<file path="config.mk">
export PLATFORM = sky130hd
export DESIGN_NAME = lidar_ground_overlay_classifier_unit
export DESIGN_NICKNAME = d
export VERILOG_FILES = /design/src/rtl/lgoc_pkg.sv /design/src/rtl/lgoc_div.sv /design/src/rtl/lgoc_cordic.sv /design/src/rtl/lidar_ground_overlay_classifier_unit.sv
export SDC_FILE = /design/constraint.sdc
export NUM_CORES = 2
export LEC_CHECK = 0
export ABC_AREA = 0
export CAP_MARGIN = 20
export CELL_PAD_IN_SITES_DETAIL_PLACEMENT = 1
export CELL_PAD_IN_SITES_GLOBAL_PLACEMENT = 1
export CORE_MARGIN = 3
export CORE_UTILIZATION = 52
export CTS_CLUSTER_DIAMETER = 100
export DETAILED_ROUTE_END_ITERATION = 10
export DONT_BUFFER_PORTS = 1
export PLACE_DENSITY_LB_ADDON = 0.1
export REMOVE_ABC_BUFFERS = 1
export SYNTH_ARGS = -nofsm -noshare
export SYNTH_HDL_FRONTEND = slang
export SYNTH_SLANG_ARGS = --single-unit
</file>
<file path="constraint.sdc">
create_clock -name clk -period 13 [get_ports clk]
set_input_delay 0.65 -clock clk [delete_from_list [all_inputs] [get_ports clk]]
set_output_delay 0.65 -clock clk [all_outputs]
set_load 0.005 [all_outputs]
</file>
<file path="src/rtl/lgoc_pkg.sv">
// ----------------------------------------------------------------------------
// lgoc_pkg
// Shared types, constants and the arctangent table of the ground overlay
// classifier.
// ----------------------------------------------------------------------------
package lgoc_pkg;

	localparam int MAX_WIDTH       = 4096;
	localparam int MAX_HEIGHT      = 256;
	localparam int SINE_ITERATIONS = 16;

	localparam int ITER_W = $clog2(SINE_ITERATIONS);

	// divider: dividend, divisor and step count widths
	localparam int DIV_W  = 35;
	localparam int DIVR_W = 17;
	localparam int STEP_W = 6;

	localparam logic [STEP_W-1:0] ANGLE_DIV_STEPS = STEP_W'(35);
	localparam logic [STEP_W-1:0] GREY_DIV_STEPS  = STEP_W'(24);

	// angle constants, Q3.28 radians
	localparam logic signed [31:0] ANGLE_MIN   = -32'sd116658555;
	localparam logic [26:0]        ANGLE_SPAN  = 27'd126028720;
	localparam logic signed [31:0] CORDIC_GAIN = 32'sd163008219;

	// register indexes
	localparam logic [2:0] REG_WIDTH     = 3'd0;
	localparam logic [2:0] REG_HEIGHT    = 3'd1;
	localparam logic [2:0] REG_NZ_THRESH = 3'd2;
	localparam logic [2:0] REG_HT_THRESH = 3'd3;
	localparam logic [2:0] REG_RNG_FLOOR = 3'd4;
	localparam logic [2:0] REG_RNG_CEIL  = 3'd5;

	typedef enum logic [2:0] {
		ST_IDLE,
		ST_ANG,
		ST_ADIV,
		ST_CORD,
		ST_CLASS,
		ST_GDIV,
		ST_FIN
	} state_t;

	typedef struct packed {
		logic              start;
		logic [STEP_W-1:0] steps;
	} div_req_t;

	typedef struct packed {
		logic busy;
		logic done;
	} unit_stat_t;

	function automatic logic signed [31:0] atan_q28(input logic [4:0] idx);
		logic signed [31:0] v;
		case (idx)
			5'd0:  v = 32'sd210828714;
			5'd1:  v = 32'sd124459457;
			5'd2:  v = 32'sd65760959;
			5'd3:  v = 32'sd33381290;
			5'd4:  v = 32'sd16755422;
			5'd5:  v = 32'sd8385879;
			5'd6:  v = 32'sd4193963;
			5'd7:  v = 32'sd2097109;
			5'd8:  v = 32'sd1048571;
			5'd9:  v = 32'sd524287;
			5'd10: v = 32'sd262144;
			5'd11: v = 32'sd131072;
			5'd12: v = 32'sd65536;
			5'd13: v = 32'sd32768;
			5'd14: v = 32'sd16384;
			5'd15: v = 32'sd8192;
			5'd16: v = 32'sd4096;
			5'd17: v = 32'sd2048;
			5'd18: v = 32'sd1024;
			5'd19: v = 32'sd512;
			5'd20: v = 32'sd256;
			5'd21: v = 32'sd128;
			5'd22: v = 32'sd64;
			5'd23: v = 32'sd32;
			default: v = 32'sd0;
		endcase
		return v;
	endfunction

endpackage

</file>
<file path="src/rtl/lgoc_div.sv">
// ----------------------------------------------------------------------------
// lgoc_div
// Restoring unsigned divider, one quotient bit per cycle. The dividend is
// left-aligned; after N steps the low N bits of the quotient are valid.
// ----------------------------------------------------------------------------
module lgoc_div
	import lgoc_pkg::*;
(
	input  logic              clk,
	input  logic              arst_n,
	input  div_req_t          req,
	input  logic [DIV_W-1:0]  dividend,
	input  logic [DIVR_W-1:0] divisor,
	output unit_stat_t        stat,
	output logic [DIV_W-1:0]  quotient
);

	logic [DIV_W-1:0]  quot_q;
	logic [DIVR_W-1:0] rem_q;
	logic [DIVR_W-1:0] dvsr_q;
	logic [STEP_W-1:0] cnt_q;
	logic              busy_q;
	logic              done_q;
	logic [DIVR_W:0]   trial;
	logic              fits;

	assign trial = {rem_q, quot_q[DIV_W-1]};
	assign fits  = trial >= {1'b0, dvsr_q};

	always_ff @(posedge clk or negedge arst_n) begin
		if (!arst_n) begin
			busy_q <= 1'b0;
			done_q <= 1'b0;
			cnt_q  <= '0;
		end else begin
			done_q <= 1'b0;
			if (req.start) begin
				busy_q <= 1'b1;
				cnt_q  <= req.steps;
			end else if (busy_q) begin
				cnt_q <= cnt_q - 1'b1;
				if (cnt_q == STEP_W'(1)) begin
					busy_q <= 1'b0;
					done_q <= 1'b1;
				end
			end
		end
	end

	always_ff @(posedge clk) begin
		if (req.start) begin
			quot_q <= dividend;
			rem_q  <= '0;
			dvsr_q <= divisor;
		end else if (busy_q) begin
			if (fits) begin
				rem_q  <= DIVR_W'(trial - {1'b0, dvsr_q});
				quot_q <= {quot_q[DIV_W-2:0], 1'b1};
			end else begin
				rem_q  <= trial[DIVR_W-1:0];
				quot_q <= {quot_q[DIV_W-2:0], 1'b0};
			end
		end
	end

	assign stat.busy = busy_q;
	assign stat.done = done_q;
	assign quotient  = quot_q;

endmodule

</file>
<file path="src/rtl/lgoc_cordic.sv">
// ----------------------------------------------------------------------------
// lgoc_cordic
// Rotation-mode CORDIC, one micro-rotation per cycle; gives the sine of a
// Q3.28 angle rounded and saturated to Q1.15.
// ----------------------------------------------------------------------------
module lgoc_cordic
	import lgoc_pkg::*;
(
	input  logic               clk,
	input  logic               arst_n,
	input  logic               start,
	input  logic signed [31:0] angle,
	output unit_stat_t         stat,
	output logic signed [15:0] sine
);

	logic signed [31:0] x_q, y_q, z_q;
	logic [ITER_W-1:0]  cnt_q;
	logic               busy_q;
	logic               done_q;
	logic signed [31:0] dx, dy, at;
	logic signed [32:0] y_rnd;
	logic signed [32:0] y_sh;

	assign dx = y_q >>> cnt_q;
	assign dy = x_q >>> cnt_q;
	assign at = atan_q28(5'(cnt_q));

	always_ff @(posedge clk or negedge arst_n) begin
		if (!arst_n) begin
			busy_q <= 1'b0;
			done_q <= 1'b0;
			cnt_q  <= '0;
		end else begin
			done_q <= 1'b0;
			if (start) begin
				busy_q <= 1'b1;
				cnt_q  <= '0;
			end else if (busy_q) begin
				cnt_q <= cnt_q + 1'b1;
				if (cnt_q == ITER_W'(SINE_ITERATIONS - 1)) begin
					busy_q <= 1'b0;
					done_q <= 1'b1;
				end
			end
		end
	end

	always_ff @(posedge clk) begin
		if (start) begin
			x_q <= CORDIC_GAIN;
			y_q <= '0;
			z_q <= angle;
		end else if (busy_q) begin
			if (!z_q[31]) begin
				x_q <= x_q - dx;
				y_q <= y_q + dy;
				z_q <= z_q - at;
			end else begin
				x_q <= x_q + dx;
				y_q <= y_q - dy;
				z_q <= z_q + at;
			end
		end
	end

	// round to Q1.15 and saturate
	assign y_rnd = {y_q[31], y_q} + 33'sd4096;
	assign y_sh  = y_rnd >>> 13;

	always_comb begin
		if (y_sh > 33'sd32767)
			sine = 16'sh7fff;
		else if (y_sh < -33'sd32768)
			sine = 16'sh8000;
		else
			sine = y_sh[15:0];
	end

	assign stat.busy = busy_q;
	assign stat.done = done_q;

endmodule

</file>
<file path="src/rtl/lidar_ground_overlay_classifier_unit.sv">
// ----------------------------------------------------------------------------
// lidar_ground_overlay_classifier_unit
// Classifies range-image pixels as ground (orange) or grey and counts
// raster position; one sequencer drives a shared divider and a CORDIC.
// ----------------------------------------------------------------------------
// Sequencing: a plain pixel goes straight to classification; a range grey that
//   needs the divider adds a 24-step divide, and the first pixel of a row first
//   runs a 35-step angle divide, then 16 CORDIC rotations.
// Throughput: one item at a time; pixel_stall is high until the sequencer
//   has handed its result to the output register.
// Reset: registers take their defaults, column and row counts clear, the
//   output register is empty.
module lidar_ground_overlay_classifier_unit
	import lgoc_pkg::*;
(
	input  logic               clk,
	input  logic               arst_n,
	// pixel channel
	input  logic               pixel_valid,
	output logic               pixel_stall,
	input  logic               normal_valid,
	input  logic signed [15:0] normal_z,
	input  logic signed [15:0] range_value,
	// result channel
	output logic               result_valid,
	input  logic               result_stall,
	output logic [7:0]         red,
	output logic [7:0]         green,
	output logic [7:0]         blue,
	output logic               ground_flag,
	output logic               frame_end,
	// register writes
	input  logic               cfg_valid,
	output logic               cfg_ready,
	input  logic [2:0]         cfg_index,
	input  logic [15:0]        cfg_data
);

	// ---------------------------------------------------------------- config
	logic [12:0]        image_width_q;
	logic [8:0]         image_height_q;
	logic signed [15:0] nz_thresh_q;
	logic signed [15:0] ht_thresh_q;
	logic signed [15:0] rng_floor_q;
	logic signed [15:0] rng_ceil_q;

	assign cfg_ready = 1'b1;

	always_ff @(posedge clk or negedge arst_n) begin
		if (!arst_n) begin
			image_width_q  <= 13'd2048;
			image_height_q <= 9'd64;
			nz_thresh_q    <= 16'sd14746;
			ht_thresh_q    <= -16'sd384;
			rng_floor_q    <= 16'sd0;
			rng_ceil_q     <= 16'sd25600;
		end else if (cfg_valid && cfg_ready) begin
			unique case (cfg_index)
				REG_WIDTH:     image_width_q  <= cfg_data[12:0];
				REG_HEIGHT:    image_height_q <= cfg_data[8:0];
				REG_NZ_THRESH: nz_thresh_q    <= cfg_data;
				REG_HT_THRESH: ht_thresh_q    <= cfg_data;
				REG_RNG_FLOOR: rng_floor_q    <= cfg_data;
				REG_RNG_CEIL:  rng_ceil_q     <= cfg_data;
				default: ;
			endcase
		end
	end

	// Effective image size: width clamped to 1..MAX_WIDTH, height 2..MAX_HEIGHT.
	logic [12:0] width_eff;
	logic [8:0]  height_eff;
	logic [11:0] col_last;
	logic [7:0]  row_last;

	always_comb begin
		if (image_width_q == 13'd0)
			width_eff = 13'd1;
		else if (image_width_q > 13'(MAX_WIDTH))
			width_eff = 13'(MAX_WIDTH);
		else
			width_eff = image_width_q;
		if (image_height_q < 9'd2)
			height_eff = 9'd2;
		else if (image_height_q > 9'(MAX_HEIGHT))
			height_eff = 9'(MAX_HEIGHT);
		else
			height_eff = image_height_q;
	end

	assign col_last = 12'(width_eff - 13'd1);
	assign row_last = 8'(height_eff - 9'd1);

	// ---------------------------------------------------------------- state
	state_t             state_q, state_d;
	logic [11:0]        col_q;
	logic [7:0]         row_q;
	logic signed [15:0] sine_q;

	// latched item
	logic               nv_s1;
	logic signed [15:0] nz_s1;
	logic signed [15:0] rng_s1;

	// classification result
	logic               ground_q;
	logic [7:0]         pix_q;

	logic               result_valid_q;
	logic [7:0]         red_q, green_q, blue_q;
	logic               ground_flag_q, frame_end_q;

	logic pix_accept;
	logic out_free;
	logic row_end;
	logic last_row;

	assign pix_accept = pixel_valid && !pixel_stall;
	assign out_free   = !result_valid_q || !result_stall;
	assign row_end    = col_q >= col_last;
	assign last_row   = row_q >= row_last;

	// ------------------------------------------------------- shared divider
	div_req_t          div_req;
	unit_stat_t        div_stat;
	logic [DIV_W-1:0]  div_dividend;
	logic [DIVR_W-1:0] div_divisor;
	logic [DIV_W-1:0]  div_quot;

	lgoc_div u_div (
		.clk      (clk),
		.arst_n   (arst_n),
		.req      (div_req),
		.dividend (div_dividend),
		.divisor  (div_divisor),
		.stat     (div_stat),
		.quotient (div_quot)
	);

	// ------------------------------------------------------------- CORDIC
	logic               cord_start;
	logic signed [31:0] cord_angle;
	unit_stat_t         cord_stat;
	logic signed [15:0] cord_sine;

	lgoc_cordic u_cordic (
		.clk    (clk),
		.arst_n (arst_n),
		.start  (cord_start),
		.angle  (cord_angle),
		.stat   (cord_stat),
		.sine   (cord_sine)
	);

	// Row angle = ANGLE_MIN + SPAN * r / (h - 1), r clamped to the last row.
	logic [7:0]       row_sel;
	logic [DIV_W-1:0] angle_prod;

	assign row_sel    = (row_q > row_last) ? row_last : row_q;
	assign angle_prod = DIV_W'(ANGLE_SPAN) * DIV_W'(row_sel);
	assign cord_angle = ANGLE_MIN + $signed({5'b0, div_quot[26:0]});

	// ---------------------------------------------------------- ground test
	// range * sine (Q9.23) against threshold scaled to the same point
	logic signed [31:0] height_prod;
	logic signed [31:0] height_lim;
	logic               ground_now;

	assign height_prod = rng_s1 * sine_q;
	assign height_lim  = $signed({ht_thresh_q[15], ht_thresh_q, 15'b0});
	assign ground_now  = nv_s1 && (nz_s1 >= nz_thresh_q) && (rng_s1 > 16'sd0)
		&& (height_prod <= height_lim);

	// ----------------------------------------------------------- normal grey
	// clamp(nz + 1.0, 0, 2.0) * 255 / 2^15, truncated
	logic signed [16:0] nz_off;
	logic [15:0]        nz_clamp;
	logic [23:0]        nz_scaled;
	logic [7:0]         nz_grey;

	assign nz_off = {nz_s1[15], nz_s1} + 17'sd16384;

	always_comb begin
		if (nz_off < 17'sd0)
			nz_clamp = 16'd0;
		else if (nz_off > 17'sd32768)
			nz_clamp = 16'd32768;
		else
			nz_clamp = nz_off[15:0];
	end

	assign nz_scaled = {nz_clamp, 8'b0} - {8'b0, nz_clamp};
	assign nz_grey   = nz_scaled[22:15];

	// ------------------------------------------------------------ range grey
	// norm = (span - (range - floor)) / span; span of zero reads as 1.0 m.
	// Negative span flips both signs so the divide stays unsigned.
	logic signed [16:0] den_raw;
	logic signed [19:0] den_nz;
	logic signed [16:0] rng_diff;
	logic signed [19:0] num_raw;
	logic signed [19:0] den_abs;
	logic signed [19:0] num_adj;
	logic [16:0]        num_u;
	logic [24:0]        num_scaled;

	assign den_raw  = {rng_ceil_q[15], rng_ceil_q} - {rng_floor_q[15], rng_floor_q};
	assign den_nz   = (den_raw == 17'sd0) ? 20'sd256 : {{3{den_raw[16]}}, den_raw};
	assign rng_diff = {rng_s1[15], rng_s1} - {rng_floor_q[15], rng_floor_q};
	assign num_raw  = den_nz - {{3{rng_diff[16]}}, rng_diff};
	assign den_abs  = den_nz[19] ? -den_nz : den_nz;
	assign num_adj  = den_nz[19] ? -num_raw : num_raw;
	assign num_u    = num_adj[16:0];
	assign num_scaled = {num_u, 8'b0} - {8'b0, num_u};

	// ----------------------------------------------------------- sequencer
	always_comb begin
		state_d       = state_q;
		pixel_stall   = 1'b1;
		div_req.start = 1'b0;
		div_req.steps = ANGLE_DIV_STEPS;
		div_dividend  = angle_prod;
		div_divisor   = DIVR_W'(row_last);
		cord_start    = 1'b0;
		unique case (state_q)
			ST_IDLE: begin
				pixel_stall = 1'b0;
				if (pixel_valid)
					state_d = (col_q == 12'd0) ? ST_ANG : ST_CLASS;
			end
			ST_ANG: begin
				div_req.start = 1'b1;
				state_d       = ST_ADIV;
			end
			ST_ADIV: begin
				if (div_stat.done) begin
					cord_start = 1'b1;
					state_d    = ST_CORD;
				end
			end
			ST_CORD: begin
				if (cord_stat.done)
					state_d = ST_CLASS;
			end
			ST_CLASS: begin
				state_d = ST_FIN;
				if (!ground_now && !nv_s1 && !rng_s1[15]
						&& (num_adj > 20'sd0) && (num_adj < den_abs)) begin
					div_req.start = 1'b1;
					div_req.steps = GREY_DIV_STEPS;
					div_dividend  = {num_scaled[23:0], 11'b0};
					div_divisor   = den_abs[16:0];
					state_d       = ST_GDIV;
				end
			end
			ST_GDIV: begin
				if (div_stat.done)
					state_d = ST_FIN;
			end
			ST_FIN: begin
				if (out_free)
					state_d = ST_IDLE;
			end
			default: state_d = ST_IDLE;
		endcase
	end

	always_ff @(posedge clk or negedge arst_n) begin
		if (!arst_n)
			state_q <= ST_IDLE;
		else
			state_q <= state_d;
	end

	// item and classification registers
	always_ff @(posedge clk) begin
		if (pix_accept) begin
			nv_s1  <= normal_valid;
			nz_s1  <= normal_z;
			rng_s1 <= range_value;
		end
		if (state_q == ST_ADIV || state_q == ST_CORD) begin
			if (cord_stat.done)
				sine_q <= cord_sine;
		end
		if (state_q == ST_CLASS) begin
			ground_q <= ground_now;
			if (ground_now)
				pix_q <= 8'd0;
			else if (nv_s1)
				pix_q <= nz_grey;
			else if (rng_s1[15] || num_adj <= 20'sd0)
				pix_q <= 8'd0;
			else
				pix_q <= 8'd255;
		end
		if (state_q == ST_GDIV && div_stat.done)
			pix_q <= div_quot[7:0];
	end

	// raster counters and output register
	always_ff @(posedge clk or negedge arst_n) begin
		if (!arst_n) begin
			col_q          <= '0;
			row_q          <= '0;
			result_valid_q <= 1'b0;
		end else begin
			if (!result_stall)
				result_valid_q <= 1'b0;
			if (state_q == ST_FIN && out_free) begin
				result_valid_q <= 1'b1;
				if (row_end) begin
					col_q <= '0;
					row_q <= last_row ? 8'd0 : row_q + 8'd1;
				end else begin
					col_q <= col_q + 12'd1;
				end
			end
		end
	end

	always_ff @(posedge clk) begin
		if (state_q == ST_FIN && out_free) begin
			red_q         <= ground_q ? 8'd255 : pix_q;
			green_q       <= ground_q ? 8'd165 : pix_q;
			blue_q        <= ground_q ? 8'd0   : pix_q;
			ground_flag_q <= ground_q;
			frame_end_q   <= row_end && last_row;
		end
	end

	assign result_valid = result_valid_q;
	assign red          = red_q;
	assign green        = green_q;
	assign blue         = blue_q;
	assign ground_flag  = ground_flag_q;
	assign frame_end    = frame_end_q;

`ifndef NO_ASSERTIONS
	a_accept_leaves_idle: assert property (@(posedge clk) disable iff (!arst_n)
		pix_accept |=> state_q != ST_IDLE)
		else $error("pixel accepted but sequencer stayed idle");

	a_div_done_expected: assert property (@(posedge clk) disable iff (!arst_n)
		div_stat.done |-> (state_q == ST_ADIV || state_q == ST_GDIV))
		else $error("divider finished outside a divide state");

	a_cordic_done_expected: assert property (@(posedge clk) disable iff (!arst_n)
		cord_stat.done |-> state_q == ST_CORD)
		else $error("CORDIC finished outside its state");

	a_ground_colour: assert property (@(posedge clk) disable iff (!arst_n)
		result_valid && ground_flag |-> red == 8'd255 && green == 8'd165 && blue == 8'd0)
		else $error("ground item without orange");

	a_grey_colour: assert property (@(posedge clk) disable iff (!arst_n)
		result_valid && !ground_flag |-> red == green && green == blue)
		else $error("non-ground item not grey");
`endif

endmodule

</file>
==> impl_metrics.tcl <==
set metrics [dict create \
    hold_end "nz_s1[5]" \
    worst_pin_slew_ns 1.08 \
    cpPeakStageDelay_ns 0.86 \
    hp-start "normal_z[5]" \
    synth_warnings 0 \
    whs_path_depth 0 \
    reg2reg_to "pix_q[7]" \
    ios 86 \
    worstReg2RegStart "sine_q[15]" \
    ys_async_sr_fraction_pct 34.0 \
    setup_viol 0 \
    cp_max_fo 15 \
    core_sq_um 85700 \
    route.detailed.drc 0 \
    chipWidth_um 301 \
    cts.sinks 365 \
    grt_pass1_vias 39600 \
    hold_ws_ns 0.0909 \
    min-delay-path-class "in -> reg" \
    finalSetupTns_ns 0 \
    die_h_um 301 \
    cpMostUsedCell "fa_1" \
    startpoint_type "flop" \
    final.period_utilization_pct 81.6 \
    drive_above_1_share_pct 7.18 \
    final_nets 5739 \
    route.met2.wl_um 67100 \
    cts_max_level 2 \
    clk_pin_slew_worst_paths_ns 0.07 \
    antenna_cells 0 \
    initial_core_util_pct 52.7 \
    cts_tree "yes" \
    vias 37300 \
    slew_violations 0 \
    cap_viol_max_count 0 \
    path_buf_inv 3 \
    die_area_sq_um 90400 \
    ys_seq_area_share_pct 21.2 \
    cts_buffers 46 \
    p_leak_nw 21.8 \
    grt-ovfl-total 0 \
    pre_cts_slack_ns 2.47 \
    post_dp_cell_area_sq_um 46100 \
    final_cells 6127 \
    place_hpwl_um 107000 \
    syn_inst 5063 \
    antenna_found_initial 6 \
    postRouteAntennaNets 0 \
    fin_crit_ns 10.61 \
    status "completed" \
    final_hold_viol_count 0 \
    drt-total-wl_um 139000 \
    path_delay_family "adder cells" \
    fin_area_sq_um 47800 \
    crit_arrival_ns 10.94 \
    synth.distinct_cells 96 \
    rsz0062_at_grt "no" \
    grt_pass1_wl_um 222000 \
    wl_met3_um 6420 \
    io_buffers 0 \
    slowest_stage "edfxtp_1" \
    setup_ws_ns 2.39 \
    wl_met1_um 60400 \
    path_class "reg -> reg" \
    grt_max_degree 125 \
    finalClockSkew_ns 0.0559 \
    ys_seq_elements 365 \
    clockBufferDepth 3 \
    r2r_cells 35 \
    gp_congestion 0.929 \
    firstDrtPassIters 7 \
    routed_via_density 6.09 \
    cts_resized 0 \
    layout_commonest_cell "inv_1" \
    synth_flop_cell "edfxtp_1" \
    max-vdd-ir-drop_mv 0.254 \
    top_layer "met5" \
    synth_area_per_cell_sq_um 8.92 \
    slew_headroom_pct 28.0 \
    critPathRequiredTime_ns 13.34 \
    drt_iter0_drc 2395 \
    utilization_pct 55.7 \
    cp-end-kind "flop" \
    final_cell_mix "533 x inv_1, 434 x ha_1, 421 x nand2_1, 329 x nor2_1, 303 x fa_1" \
    synthesis.area_sq_um 45200 \
    clock.fmax_mhz 94.3 \
    placed_cells 6037 \
    area_growth_syn_to_layout_pct 5.72 \
    power_density_nw_per_um2 157 \
    rows 107 \
    total_power_mw 7.48 \
    grt_usage_pct 31.0 \
    clock_latency_ns 0.65 \
    root_buffer "clkbuf_16" \
    synth_edf_count 160 \
    wl_per_cell_um 22.7 \
    r2r_setup_slack_ns 2.39 \
]
## registers in the layout, indices dropped and copies added (netlist names), 6 cells and up
name / flops
sine_q: 16
col_q: 12
u_cordic.y_q: 32
row_q: 8
u_div.cnt_q: 6
u_cordic.z_q: 32
image_width_q: 13
rng_floor_q: 16
image_height_q: 9
pix_q: 8
nz_s1: 16
u_div.quotient: 35
u_cordic.x_q: 32
u_div.rem_q: 17
nz_thresh_q: 16
rng_ceil_q: 16
rng_s1: 16
red: 8
u_div.dvsr_q: 17
ht_thresh_q: 16
## where the power goes
part,total (mW),switching (mW),internal [mW]
sequential,1.31,0.0422,1.27
clock,1.37,0.564,0.805
combinational,4.80,3.07,1.73
## logic make-up after synthesis
family                     share of synthesized area [%]
buffers and inverters                               6.36
adders and majority gates                           25.5
DFF                                                 21.2
and+or+nand+nor                                     16.6
muxes                                               8.33
xor gates and xnor gates                            7.07
AOI/OAI and AO/OA                                   15.0
other                                            0.00830
## cell type report
type	count	area [sq um]
clock inverters	16	256
clock buffers	70	1350
inverters	537	2020
multi-input cells	3953	32800
flip-flops and latches	365	9560
repair buffers	42	343
well taps	1144	1430
fillers	9972	37900
## metal layers
layer | up-vias | track usage [%]
met4 | 4 | 10.6
met3 | 249 | 4.07
met2 | 824 | 52.8
met5 | - | 0
li1 | 17300 | -
met1 | 18900 | 40.6
## Yosys cell counts, types with 108 or more instances
cell type	instances	area share, %
fa_1	303	13
xnor2_1	225	4.4
a21o_1	108	1.8
a21oi_1	273	3.0
nor2_1	329	2.7
ha_1	434	12
and2_1	213	3.0
nand2_1	421	3.5
clkbuf_1	156	1.3
mux2i_1	108	2.4
xor2_1	132	2.6
edfxtp_1	160	11
inv_1	533	4.4
o21ai_0	284	3.1
## how the worst max path moves through the flow
| stage | start | endpoint | slack, ns | depth (start not counted) |
|---|---|---|---|---|
| after floorplan | rng_floor_q[1] | u_div.quotient[0] | 3.51 | 34 |
| after global placement | rng_s1[7] | pix_q[7] | 2.84 | 38 |
| after detailed placement | sine_q[15] | pix_q[7] | 2.47 | 34 |
| after CTS | sine_q[15] | pix_q[2] | 2.39 | 34 |
| after global routing | sine_q[15] | pix_q[2] | 1.55 | 35 |
| final | sine_q[15] | pix_q[7] | 2.39 | 35 |
## timing repair
action / CTS / global route
buffers inserted: 0 / 0
endpoints found under the setup margin: 0 / 0
hold endpoints to repair: 124 / 0
hold buffers: 2 / 0
(Power assumes the default switching activity.)
